--- src/lfur_pkg.sv ---
// ----------------------------------------------------------------------------
// lfur_pkg
// shared types, codes and constants of the lagged fibonacci uniform generator
// ----------------------------------------------------------------------------
package lfur_pkg;

    // input item operation codes
    localparam logic OP_RESEED = 1'b0;
    localparam logic OP_DRAW   = 1'b1;

    // seed reduction and split
    localparam int   SEED_W       = 31;
    localparam int   DVS_W        = 30;
    localparam logic [DVS_W-1:0] SEED_MODULUS = 30'd899999963;
    localparam logic [DVS_W-1:0] SEED_SPLIT   = 30'd30082;
    localparam logic [DVS_W-1:0] SPLIT_HI     = 30'd177;
    localparam logic [DVS_W-1:0] SPLIT_LO     = 30'd169;

    // seed fold: a 31-bit seed is below three times the modulus
    localparam logic [SEED_W-1:0] SEED_MODULUS_X2 = 31'd1799999926;

    // reciprocal multiply for the split divisions
    localparam logic [SEED_W-1:0] RECIP_SPLIT = 31'd1169615455; // ceil(2^45 / 30082)
    localparam logic [SEED_W-1:0] RECIP_HI    = 31'd47394;      // ceil(2^23 / 177)
    localparam logic [SEED_W-1:0] RECIP_LO    = 31'd49637;      // ceil(2^23 / 169)
    localparam int   SHIFT_SPLIT = 45;
    localparam int   SHIFT_SMALL = 23;

    // seeding recurrences: mod 179 and mod 169 by reciprocal multiply
    localparam logic [14:0] MOD_M    = 15'd179;
    localparam logic [29:0] RECIP_M  = 30'd23432;   // ceil(2^22 / 179)
    localparam logic [13:0] MOD_D    = 14'd169;
    localparam logic [25:0] RECIP_D  = 26'd6205;    // ceil(2^20 / 169)
    localparam logic [13:0] D_MULT   = 14'd53;

    // lag table
    localparam int   LAG_LEN     = 97;
    localparam logic [6:0] LAG_LAST    = 7'd96;
    localparam logic [6:0] LAG_A_RESET = 7'd96;
    localparam logic [6:0] LAG_B_RESET = 7'd32;
    localparam logic [4:0] BIT_LAST    = 5'd23;

    // weyl carry
    localparam logic [23:0] CARRY_INIT = 24'd362436;
    localparam logic [23:0] CARRY_DEC  = 24'd7654321;
    localparam logic [23:0] CARRY_WRAP = 24'd9122892;  // 16777213 - 7654321

    typedef enum logic [3:0] {
        ST_IDLE,
        ST_DIV_GO,
        ST_DIV_WAIT,
        ST_MUL_AB,
        ST_QUO_AB,
        ST_REM_AB,
        ST_MUL_C,
        ST_QUO_C,
        ST_REM_C,
        ST_BIT,
        ST_DRAW_RD,
        ST_DRAW_WR
    } state_t;

    typedef enum logic [1:0] {
        DIV_SEED,
        DIV_SPLIT,
        DIV_HI,
        DIV_LO
    } div_sel_t;

    typedef enum logic [2:0] {
        STEP_NONE,
        STEP_MUL_AB,
        STEP_QUO,
        STEP_REM_AB,
        STEP_MUL_C,
        STEP_REM_C,
        STEP_BIT
    } fill_step_t;

    typedef struct packed {
        logic       load_seed;
        logic       div_start;
        logic       div_capture;
        div_sel_t   div_sel;
        logic       fill_init;
        fill_step_t step;
        logic       draw_update;
        logic       out_unseeded;
    } ctrl_cmd_t;

    typedef struct packed {
        logic div_done;
        logic bit_last;
        logic entry_last;
        logic seeded;
    } ctrl_status_t;

endpackage

--- src/lfur_ctrl.sv ---
// ----------------------------------------------------------------------------
// lfur_ctrl
// controller: sequences seed split, table fill and draw steps
// ----------------------------------------------------------------------------
module lfur_ctrl (
    input  logic                    clk,
    input  logic                    rst_n,
    input  logic                    start,
    input  logic                    operation,
    output logic                    busy,
    output lfur_pkg::ctrl_cmd_t     cmd,
    input  lfur_pkg::ctrl_status_t  status
);

    lfur_pkg::state_t   state_reg, state_next;
    lfur_pkg::div_sel_t div_sel_reg, div_sel_next;

    always_ff @(posedge clk or negedge rst_n)
    begin
        if (!rst_n)
        begin
            state_reg   <= lfur_pkg::ST_IDLE;
            div_sel_reg <= lfur_pkg::DIV_SEED;
        end
        else
        begin
            state_reg   <= state_next;
            div_sel_reg <= div_sel_next;
        end
    end

    always_comb
    begin
        state_next       = state_reg;
        div_sel_next     = div_sel_reg;
        cmd.load_seed    = 1'b0;
        cmd.div_start    = 1'b0;
        cmd.div_capture  = 1'b0;
        cmd.div_sel      = div_sel_reg;
        cmd.fill_init    = 1'b0;
        cmd.step         = lfur_pkg::STEP_NONE;
        cmd.draw_update  = 1'b0;
        cmd.out_unseeded = 1'b0;

        case (state_reg)
            lfur_pkg::ST_IDLE:
            begin
                if (start)
                begin
                    if (operation == lfur_pkg::OP_RESEED)
                    begin
                        cmd.load_seed = 1'b1;
                        div_sel_next  = lfur_pkg::DIV_SEED;
                        state_next    = lfur_pkg::ST_DIV_GO;
                    end
                    else if (status.seeded)
                    begin
                        state_next = lfur_pkg::ST_DRAW_RD;
                    end
                    else
                    begin
                        cmd.out_unseeded = 1'b1;
                    end
                end
            end
            lfur_pkg::ST_DIV_GO:
            begin
                cmd.div_start = 1'b1;
                state_next    = lfur_pkg::ST_DIV_WAIT;
            end
            lfur_pkg::ST_DIV_WAIT:
            begin
                if (status.div_done)
                begin
                    cmd.div_capture = 1'b1;
                    case (div_sel_reg)
                        lfur_pkg::DIV_SEED:
                        begin
                            div_sel_next = lfur_pkg::DIV_SPLIT;
                            state_next   = lfur_pkg::ST_DIV_GO;
                        end
                        lfur_pkg::DIV_SPLIT:
                        begin
                            div_sel_next = lfur_pkg::DIV_HI;
                            state_next   = lfur_pkg::ST_DIV_GO;
                        end
                        lfur_pkg::DIV_HI:
                        begin
                            div_sel_next = lfur_pkg::DIV_LO;
                            state_next   = lfur_pkg::ST_DIV_GO;
                        end
                        default:
                        begin
                            cmd.fill_init = 1'b1;
                            state_next    = lfur_pkg::ST_MUL_AB;
                        end
                    endcase
                end
            end
            lfur_pkg::ST_MUL_AB:
            begin
                cmd.step   = lfur_pkg::STEP_MUL_AB;
                state_next = lfur_pkg::ST_QUO_AB;
            end
            lfur_pkg::ST_QUO_AB:
            begin
                cmd.step   = lfur_pkg::STEP_QUO;
                state_next = lfur_pkg::ST_REM_AB;
            end
            lfur_pkg::ST_REM_AB:
            begin
                cmd.step   = lfur_pkg::STEP_REM_AB;
                state_next = lfur_pkg::ST_MUL_C;
            end
            lfur_pkg::ST_MUL_C:
            begin
                cmd.step   = lfur_pkg::STEP_MUL_C;
                state_next = lfur_pkg::ST_QUO_C;
            end
            lfur_pkg::ST_QUO_C:
            begin
                cmd.step   = lfur_pkg::STEP_QUO;
                state_next = lfur_pkg::ST_REM_C;
            end
            lfur_pkg::ST_REM_C:
            begin
                cmd.step   = lfur_pkg::STEP_REM_C;
                state_next = lfur_pkg::ST_BIT;
            end
            lfur_pkg::ST_BIT:
            begin
                cmd.step = lfur_pkg::STEP_BIT;
                if (status.bit_last && status.entry_last)
                begin
                    state_next = lfur_pkg::ST_IDLE;
                end
                else
                begin
                    state_next = lfur_pkg::ST_MUL_AB;
                end
            end
            lfur_pkg::ST_DRAW_RD:
            begin
                state_next = lfur_pkg::ST_DRAW_WR;
            end
            lfur_pkg::ST_DRAW_WR:
            begin
                cmd.draw_update = 1'b1;
                state_next      = lfur_pkg::ST_IDLE;
            end
            default:
            begin
                state_next = lfur_pkg::ST_IDLE;
            end
        endcase
    end

    assign busy = (state_reg != lfur_pkg::ST_IDLE);

endmodule

--- config.mk ---
export PLATFORM = sky130hd
export DESIGN_NAME = lfur_ctrl
export DESIGN_NICKNAME = d
export VERILOG_FILES = /design/src/lfur_pkg.sv /design/src/lfur_ctrl.sv
export SDC_FILE = /design/constraint.sdc
export NUM_CORES = 1
export LEC_CHECK = 0
export ABC_AREA = 1
export BUFFER_PORTS_ARGS = -buffer_cell sky130_fd_sc_hd__buf_2
export CORE_AREA = 2 2 39 41
export CTS_BUF_LIST = sky130_fd_sc_hd__clkbuf_4 sky130_fd_sc_hd__clkbuf_8
export DETAILED_ROUTE_END_ITERATION = 7
export DIE_AREA = 0 0 41 43
export PLACE_DENSITY_LB_ADDON = 0.2
export SETUP_SLACK_MARGIN = 0.15
export SYNTH_ARGS = -nofsm -noshare
export SYNTH_HDL_FRONTEND = slang
export SYNTH_SLANG_ARGS = --single-unit
--- constraint.sdc ---
create_clock -name clk -period 2.25 [get_ports clk]
set_input_delay 0.225 -clock clk [delete_from_list [all_inputs] [get_ports clk]]
set_output_delay 0.225 -clock clk [all_outputs]
set_load 0.01 [all_outputs]
Word-level counts from Yosys, hierarchy flattened:

Cells that the tools add are included.

* $add $sub $neg: 0
* multiply operators: 0
* div/mod/pow operators: 0
* order comparisons: 0
* equal/unequal tests: 18
* shift operators: 0
* mux-type cells: 27
* bitwise operators: 0
* reductions and logical operators: 9

Operators with widths (number)
* $pmux 4 s11: 1
* $pmux 3 s6: 1
* $eq 4x3->1 const B: 4
* $eq 4x4->1 const B: 4
* $mux 4: 4
* $mux 1: 14
* $mux 2: 5
* $eq 4x2->1 const B: 2
* $ne 2x2->1 const B: 3
* $pmux 2 s3: 1
* $reduce_and 5->1: 1
* $eq 4x1->1 const B: 1
* $logic_not 4->1: 1
* $ne 4x1->1 const B: 1
* $pmux 2 s2: 1
* $reduce_bool 4->1: 1
* $ne 3x3->1 const B: 1
* $reduce_and 3->1: 1
* $reduce_or 3->1: 1
* $eq 2x1->1 const B: 1
* $eq 2x2->1 const B: 1
* $logic_not 2->1: 1
* $reduce_bool 2->1: 1
* $reduce_or 2->1: 1
* $logic_and 1x1->1: 1

* bits in registers: 6
* latch bits: 0
* memory bits (writable): 0
* bits in read-only memories: 0
* input bits: 8
* output and inout port bits: 12
* word-level logic and storage cells: 56
* memories: 0

Longest topological paths before layout:

Gate-level depths: netlist (run 1).

* word-level depth: 5
* gate-level depth with buffers: 8

Least setup slack after synthesis (run 1):

OpenSTA, ideal clock, no wires.

* kind: flip-flop to output port
* from: register state_reg[0]
* to: output port cmd[0] (netlist bit)
* arrival time: 1.128 ns
* slack: 0.897 ns
* stages on the path, launching flop included: 6
* buffers on the path: 0
* cell sequence: dfrtp_1 > nor2_2 > nand3_2 > nor2_2 > inv_1 > nor2_1

RTL lines
* start: declaration: line lfur_ctrl.sv:15 `lfur_pkg::state_t state_reg, state_next;`
* start signal: assignment: line lfur_ctrl.sv:22 `state_reg <= lfur_pkg::ST_IDLE;`
* start signal: assignment: line lfur_ctrl.sv:27 `state_reg <= state_next;`
* end: declaration: line lfur_ctrl.sv:11 `output lfur_pkg::ctrl_cmd_t cmd,`

==> results of run 1 <==
[how the worst max path moves through the flow]
stage,from,end,depth (start not counted)
2_1_floorplan,state_reg[0],cmd[0],5
3_3_place_gp,state_reg[0],cmd[0],6
3_5_place_dp,state_reg[0],cmd[0],6
4_1_cts,state_reg[0],cmd[0],6
5_1_grt,state_reg[0],cmd[0],6
6_report,state_reg[0],cmd[0],6
[cells by family (layout without fill, tap and decap cells)]
| family | Yosys count | in the layout | share of synthesized area |
|---|---|---|---|
| AND/OR/NAND/NOR | 63 | 63 | 0.502 |
| buffers and inverters | 16 | 39 | 0.102 |
| AO/OA/AOI/OAI | 6 | 6 | 0.0572 |
| flip-flops | 6 | 6 | 0.254 |
| adder cells (fa/ha/maj) | 4 | 4 | 0.0847 |
[routing by layer]
metal,vias up,GRT usage,part of all wire
met5,-,0,0
met4,0,0.0600,0
met3,0,0.0314,0.044
met2,12,0.281,0.52
met1,282,0.210,0.43
li1,338,-,-
[cell usage in the layout, fill, tap and decap left out]
cell type	synthesis	routed
a21oi_1	2	2
a21oi_2	1	1
buf_2	0	19
clkbuf_4	0	3
dfrtp_1	6	6
dlygate4sd3_1	0	1
ha_1	4	4
inv_1	13	13
inv_2	3	3
nand2_1	27	27
nand2_2	2	2
nand3_1	4	4
nand3_2	3	3
nand3b_1	1	1
nand4_1	2	2
nor2_1	19	19
nor2_2	3	3
nor2_4	2	2
o21ai_0	3	3
[power breakdown]
group	internal, mW	switching (mW)
sequential	0.151	0.0648
combinational	0.206	0.376
clock	0.0601	0.0348
total	0.418	0.475
[worst reg2reg max path, delay by kind of cell (launching register included)]
family	cells	cell delay (ns)
DFF	1	0.46
and+or+nand+nor	6	0.75
[final cells by class]
class	instances	area, um2
clock buffers	3	22.5
fillers	148	646
flip-flops and latches	6	150
multi-input cells	73	380
inverters	16	60.1
repair buffers	20	105
well taps	16	20.0
==> flow_summary.json, run 1 <==
{
  "status": "completed",
  "tightestPinTransition_ns": 0.269,
  "finClkSkew_ns": 0.00386,
  "initial_core_util": 0.427,
  "cts_buffers": 3,
  "largest_reg_flops": 4,
  "grt_setup_unrepaired": "no",
  "fin_crit_sh": 0.777,
  "antennaDiodeCount": 0,
  "syn_avg_cell_area_um2": 6.22,
  "drtIter0Drc": 7,
  "synthTopCellsByCount": "27 x nand2_1, 19 x nor2_1, 13 x inv_1, 6 x dfrtp_1",
  "clk_pin_slew_ns": 0.05,
  "synth_edf_count": 0,
  "synthTopCellsByArea": "dfrtp_1 25%, nand2_1 17%, nor2_1 12%",
  "gp_congestion": 0.791,
  "p_per_area_nw_per_um2": 1210,
  "ir_drop_uv": 572,
  "layout_min_cycle_time_ns": 1.75,
  "fin_ws_ns": 0.502,
  "hold_violations": 0,
  "grt_overflow": 0,
  "dp_cells": 130,
  "fmax_ghz": 0.572,
  "syn_inst": 95,
  "ys.flop_type": "dfrtp_1",
  "cts_setup_buffers": 0,
  "reg2reg_slack_ns": 0.93,
  "slew_headroom": 0.820,
  "critPathLaunchType": "flip-flop",
  "avgViaCountPerCell": 4.72,
  "layout-drive-gt1-share": 0.305,
  "drt_wl_total_um": 1310,
  "cts_buffer_depth": 2,
  "setup_viol": 0,
  "tns_ns": 0,
  "drc": 0,
  "finalHoldWorstSlack_ns": 0.293,
  "instances_no_fill": 134,
  "dpl_cell_area_um2": 706,
  "cts_tree": "yes",
  "crit_type": "reg2out",
  "timing.rr.end": "state_reg[1]",
  "p_leak_nw": 0.440,
  "wl_per_cell_um": 9.75,
  "dr.pass1.iters": 4,
  "fin_util": 0.533,
  "min_from": "status[3]",
  "grt_pass1_wl_um": 2080,
  "cts_sinks": 6,
  "synth.distinct_cells": 16,
  "yosysTopAreaCellShare": 0.254,
  "whs_path_depth": 4,
  "slowest_stage": "dfrtp_1",
  "htree_levels": 1,
  "grt_pass1_vias": 551,
  "io-pin-count": 20,
  "design_area_um2": 738,
  "dp_hpwl_um": 1120,
  "die_h_um": 43,
  "drv_cap": 0,
  "power_mw": 0.893,
  "reg2regPathDepth": 6,
  "num_vias": 632,
  "slew_violations": 0,
  "synthArstFlopShare": 1.00,
  "grt_max_degree": 9,
  "die-area_um2": 1760,
  "ys_seq_area_frac": 0.254,
  "cts-resized-gates": 0,
  "grt.total_usage": 0.171,
  "ant_nets": 0,
  "endpoint_kind": "output port",
  "hp-class": "in2reg",
  "slowest_delay_ns": 0.46,
  "core_um2": 1380,
  "worstReg2RegStart": "state_reg[0]",
  "min_to": "state_reg[1]",
  "cpLargestDelayFamily": "simple AND/OR/NAND/NOR gates",
  "place_ws_ns": 0.761,
  "nets": 132,
  "required_ns": 2.03,
  "die_w_um": 41,
  "antenna_found_initial": 0,
  "yosysWarnings": 0,
  "syn_area_um2": 591,
  "clk_latency_ns": 0.24,
  "yosysTopAreaCell": "dfrtp_1",
  "num_rows": 14,
  "holdBufCountCts": 1,
  "io_buffer_count": 19,
  "ys_seq_elements": 6,
  "cp_cell_sequence": "nor2_2, nand3_2, nor2_2, inv_1, nor2_1, buf_2",
  "cts_root_buf": "clkbuf_4",
  "path_buf_inv": 2,
  "cpMostUsedCell": "nor2_2",
  "worstPathArrival_ns": 1.52,
  "cp_max_fo": 6,
  "area_growth_pct": 25.0,
  "synth_fp_nets": 107,
  "yosysMostFrequentCell": "nand2_1"
}
No activity file was read; power rests on OpenSTA's default activity.
==> inputs of run 2 (changes only) <==
- clock period: 2.25 -> 1.4 ns (I/O delays scaled with it)
==> run 2 against run 1 <==
  * The flow now finishes with violations (negative setup slack)
  * Design area up 31%
  * Sequential power up 79%
  * Register-to-register slack worse by 0.94 ns
  * First-iteration DRC count up 110%
  * Clock power up 79%
  * Critical path type unchanged
  * Critical endpoint is now cmd[10]
  * Highest routed layer is now met4
==> flow_summary.json, run 2 (synthesized netlist as in run 1, its figures left out) <==
{
  "status": "complete, but fails checks",
  "violations": "negative setup slack",
  "drt_wl_total_um": 1830,
  "grt_pass1_wl_um": 2850,
  "die_w_um": 41,
  "slew_headroom": 0.842,
  "slew_violations": 0,
  "io_buffer_count": 19,
  "cts_root_buf": "clkbuf_4",
  "setup_viol": 8,
  "tightestPinTransition_ns": 0.237,
  "critPathLaunchType": "flip-flop",
  "cts_sinks": 6,
  "num_rows": 14,
  "dr.pass1.iters": 4,
  "grt_overflow": 0,
  "fin_crit_sh": 1.07,
  "num_vias": 739,
  "tns_ns": -0.387,
  "hold_violations": 0,
  "endpoint_kind": "output port",
  "ir_drop_uv": 1020,
  "htree_levels": 1,
  "area_growth_pct": 63.3,
  "nets": 149,
  "antennaDiodeCount": 0,
  "drv_cap": 0,
  "grt_pass1_vias": 683,
  "clk_latency_ns": 0.26,
  "dp_hpwl_um": 1050,
  "fill_cells": 129,
  "grt_setup_unrepaired": "yes",
  "grt.total_usage": 0.245,
  "cts_buffer_depth": 2,
  "p_per_area_nw_per_um2": 2110,
  "layout_common_cells": "23 x nand2_1, 19 x buf_2, 15 x nor2_1, 12 x inv_1, 10 x buf_4",
  "die_h_um": 43,
  "layout-drive-gt1-share": 0.504,
  "required_ns": 1.26,
  "fin_ws_ns": -0.0956,
  "largest_reg_flops": 4,
  "antenna_found_initial": 0,
  "cts_tree": "yes",
  "gp_congestion": 0.808,
  "avgViaCountPerCell": 4.89,
  "drc": 0,
  "fmax_ghz": 0.669,
  "grt_max_degree": 7,
  "drtIter0Drc": 15,
  "initial_core_util": 0.427,
  "worstPathArrival_ns": 1.36,
  "crit_type": "reg2out",
  "hp-class": "in2async",
  "reg2reg_slack_ns": -0.01,
  "place_ws_ns": 0.0886,
  "core_um2": 1380,
  "ant_nets": 0,
  "die-area_um2": 1760,
  "p_leak_nw": 0.535,
  "cp_max_fo": 4,
  "finClkSkew_ns": 0.00952,
  "io-pin-count": 20,
  "wl_per_cell_um": 12.1,
  "clk_pin_slew_ns": 0.05,
  "cts_buffers": 3,
  "final_common_cell": "nand2_1",
  "layout_min_cycle_time_ns": 1.50
}
## run 2: cell count changes in the layout (fill, tap and decap cells not counted), moves of 3 or more
cell	before	now
nand2_4	0	3
nand2_1	27	23
nor2_4	2	5
buf_6	0	7
nor2_1	19	15
dfrtp_2	0	4
dfrtp_1	6	2
buf_4	0	10
## run 2: worst paths after layout
check,from,end,depth (start not counted)
min in group clk,status[3],state_reg[1],4
min reg2reg,div_sel_reg[1],div_sel_reg[1],2
max in group asynchronous,rst_n,state_reg[1],2
min,rst_n,div_sel_reg[1],2
max,state_reg[3],cmd[10],5
max reg2reg,state_reg[1],div_sel_reg[0],7
## run 2: critical path, stage by stage, from the launching register on
cell,delay (ns)
dfrtp_2,0.45
nor2_4,0.17
buf_4,0.14
nand3b_1,0.11
nor2_1,0.10
buf_2,0.13
## run 2: layout make-up
class | count | area, um2 | area share
clock buffer | 3 | 22.5 | 0.0233
inverter | 16 | 60.1 | 0.0623
multi-input combinational | 73 | 448 | 0.464
timing repair buffer | 37 | 259 | 0.268
sequential | 6 | 155 | 0.161
tap | 16 | 20.0 | 0.0208
## run 2: routing by layer
metal / track usage / wire, um / up-vias
li1: - / - / 369
met1: 0.266 / 736 / 342
met2: 0.416 / 975 / 23
met3: 0.0366 / 63 / 5
met4: 0.140 / 51 / 0
met5: 0 / 0 / -
## run 2: per-stage QoR
stage | utilization | instance area [um2] | hold slack, ns | power, mW | cells
6_report | 0.697 | 965 | 0.229 | 2.03 | 151
5_1_grt | 0.697 | 965 | 0.243 | 2.19 | 151
3_3_place_gp | 0.519 | 718 | -0.0355 | 1.31 | 131
4_1_cts | 0.670 | 927 | 0.227 | 1.89 | 150
2_1_floorplan | - | 596 | -0.156 | 1.04 | 95
3_5_place_dp | 0.519 | 718 | -0.0344 | 1.32 | 131
## run 2: what timing repair did
item / in CTS / in global routing
hold endpoints to repair: 6 / 0
pin swaps: 8 / 11
hold buffers: 1 / 0
gates resized for setup: 19 / 10
setup endpoints to repair: 13 / 15
setup buffers: 15 / 1
## run 2: power by group
group          internal, mW  leakage, nW  switching (mW)  total (mW)
registers             0.252       0.0734           0.134       0.387
logic                 0.676        0.448           0.801        1.48
clock network        0.0976       0.0138          0.0725       0.170
==> inputs of run 3 (changes only) <==
- CORE_AREA: 2 2 39 41 -> not set
- CORE_MARGIN: not set -> 2
- CORE_UTILIZATION: not set -> 35
- DIE_AREA: 0 0 41 43 -> not set
==> run 3 against run 2 <==
  * The run still ends with negative setup slack left
  * Die area rose by 15%
  * Sequential share of layout area fell by 0.35 points
  * Wire length fell by 12%
  * Critical path depth rose by 1
  * Maximum frequency rose by 0.83%
  * Worst setup slack improved by 0.012 ns
  * Register-to-register slack improved by 0.05 ns
  * Non-clock buffer count fell by 1
  * Power rose by 1.1%
==> flow_summary.json, run 3 (synthesized netlist as in run 1, its figures left out) <==
{
  "status": "complete, but fails checks",
  "violations": "negative setup slack",
  "layout-drive-gt1-share": 0.537,
  "final_common_cell": "nand2_1",
  "fin_crit_sh": 1.06,
  "slew_headroom": 0.850,
  "min_to": "state_reg[3]",
  "reg2reg_slack_ns": 0.04,
  "cpMostUsedCell": "nor2_4",
  "io-pin-count": 20,
  "pwr-share-comb": 0.744,
  "largest_reg_flops": 4,
  "htree_levels": 1,
  "nets": 148,
  "layout_common_cells": "22 x nand2_1, 18 x buf_2, 13 x nor2_1, 11 x buf_4, 9 x inv_1",
  "power.clock.fraction": 0.075,
  "dp_hpwl_um": 1140,
  "drt_wl_total_um": 1610,
  "switching_share": 0.486,
  "setup_viol": 2,
  "grt_setup_unrepaired": "yes",
  "drc": 0,
  "grt_pass1_vias": 670,
  "ir_drop_uv": 927,
  "die-area_um2": 2030,
  "finalHoldWorstSlack_ns": 0.196,
  "endpoint_kind": "output port",
  "min_from": "operation",
  "io_buffer_count": 19,
  "avgViaCountPerCell": 4.79,
  "fmax_ghz": 0.674,
  "die_w_um": 45.1,
  "layout_min_cycle_time_ns": 1.48,
  "p_sw_mw": 1.00,
  "slowest_delay_ns": 0.43,
  "whs_path_depth": 3,
  "initial_core_util": 0.383,
  "die_h_um": 45.1,
  "grt_max_degree": 7,
  "pwr-share-seq": 0.182,
  "cts_buffer_depth": 2,
  "antenna_found_initial": 0,
  "required_ns": 1.26,
  "ant_nets": 0,
  "timing.rr.end": "div_sel_reg[0]",
  "cp_max_fo": 4,
  "worstReg2RegStart": "state_reg[3]",
  "cts_buffers": 3,
  "tns_ns": -0.132,
  "antennaDiodeCount": 0,
  "area_growth_pct": 65.7,
  "fin_util": 0.635,
  "critPathLaunchType": "flip-flop",
  "hold_violations": 0,
  "p_per_area_nw_per_um2": 2100,
  "grt.total_usage": 0.179,
  "drv_cap": 0,
  "slowest_stage": "dfrtp_2",
  "tightestPinTransition_ns": 0.224,
  "p_leak_nw": 0.534,
  "slew_violations": 0,
  "worstPathArrival_ns": 1.34,
  "crit_type": "reg2out",
  "grt_overflow": 0,
  "cts_sinks": 6,
  "cts_root_buf": "clkbuf_4",
  "num_rows": 14,
  "wl_per_cell_um": 10.7,
  "hp-class": "in2reg",
  "fin_ws_ns": -0.0833,
  "clk_latency_ns": 0.24,
  "cts_tree": "yes",
  "grt_pass1_wl_um": 2640,
  "finClkSkew_ns": 0.00307,
  "clk_pin_slew_ns": 0.04,
  "gp_congestion": 0.841,
  "cp_cell_sequence": "nor2_4, nand3_4, nor2_4, inv_2, nor2_2, buf_2",
  "num_vias": 718,
  "reg2regPathDepth": 8,
  "dr.pass1.iters": 4,
  "drtIter0Drc": 16,
  "core_um2": 1540,
  "p_int_mw": 1.06
}
## run 3: repair_timing
item / CTS / global route
endpoints found under the hold margin: 6 / 0
gates resized for setup: 21 / 16
endpoints found under the setup margin: 13 / 15
buffers inserted: 10 / 5
hold buffers: 1 / 0
pin swaps: 9 / 10
## run 3: worst max path at each step
stage | startpoint | endpoint | depth (start not counted)
floorplan | state_reg[3] | cmd[0] | 5
global placement | state_reg[0] | cmd[0] | 6
detailed placement | state_reg[0] | cmd[0] | 6
CTS | state_reg[2] | cmd[0] | 6
global route | state_reg[3] | cmd[0] | 6
finish | state_reg[3] | cmd[0] | 6
## run 3: stage by stage
step	power (mW)	cell area, um2	std cells	worst slack, ns
floorplan	1.04	596	95	0.169
global placement	1.32	718	131	0.110
detailed placement	1.33	718	131	0.0400
CTS	1.85	895	145	-0.0631
global route	2.25	978	150	-0.166
finish	2.06	978	150	-0.0833
## run 3: layout make-up
| type | count | area, um2 |
|---|---|---|
| inverters | 16 | 60.1 |
| fillers | 143 | 563 |
| flip-flops and latches | 6 | 154 |
| repair buffers | 36 | 250 |
| well taps | 16 | 20.0 |
| clock buffers | 3 | 22.5 |
| multi-input cells | 73 | 472 |
## run 3: power by group through the flow
| stage | clock network (mW) | logic (mW) | registers (mW) |
|---|---|---|---|
| finish | 0.154 | 1.53 | 0.374 |
| floorplan | 0 | 0.689 | 0.354 |
| detailed placement | 0 | 0.970 | 0.360 |
| global placement | 0 | 0.956 | 0.359 |
| CTS | 0.160 | 1.33 | 0.367 |
| global route | 0.172 | 1.69 | 0.389 |
## run 3: metal layers
metal / wire (um) / up-vias / global-route usage
met2: 836 / 14 / 0.314
li1: - / 372 / -
met5: 0 / - / 0
met4: 13 / 0 / 0.0882
met3: 49 / 2 / 0.0360
met1: 710 / 330 / 0.205
## run 3: critical path, delay by kind of cell, from the launching register on
kind                   cells  cell delay (ns)
AND/OR/NAND/NOR            4             0.49
buffers and inverters      2             0.17
flip-flops                 1             0.43
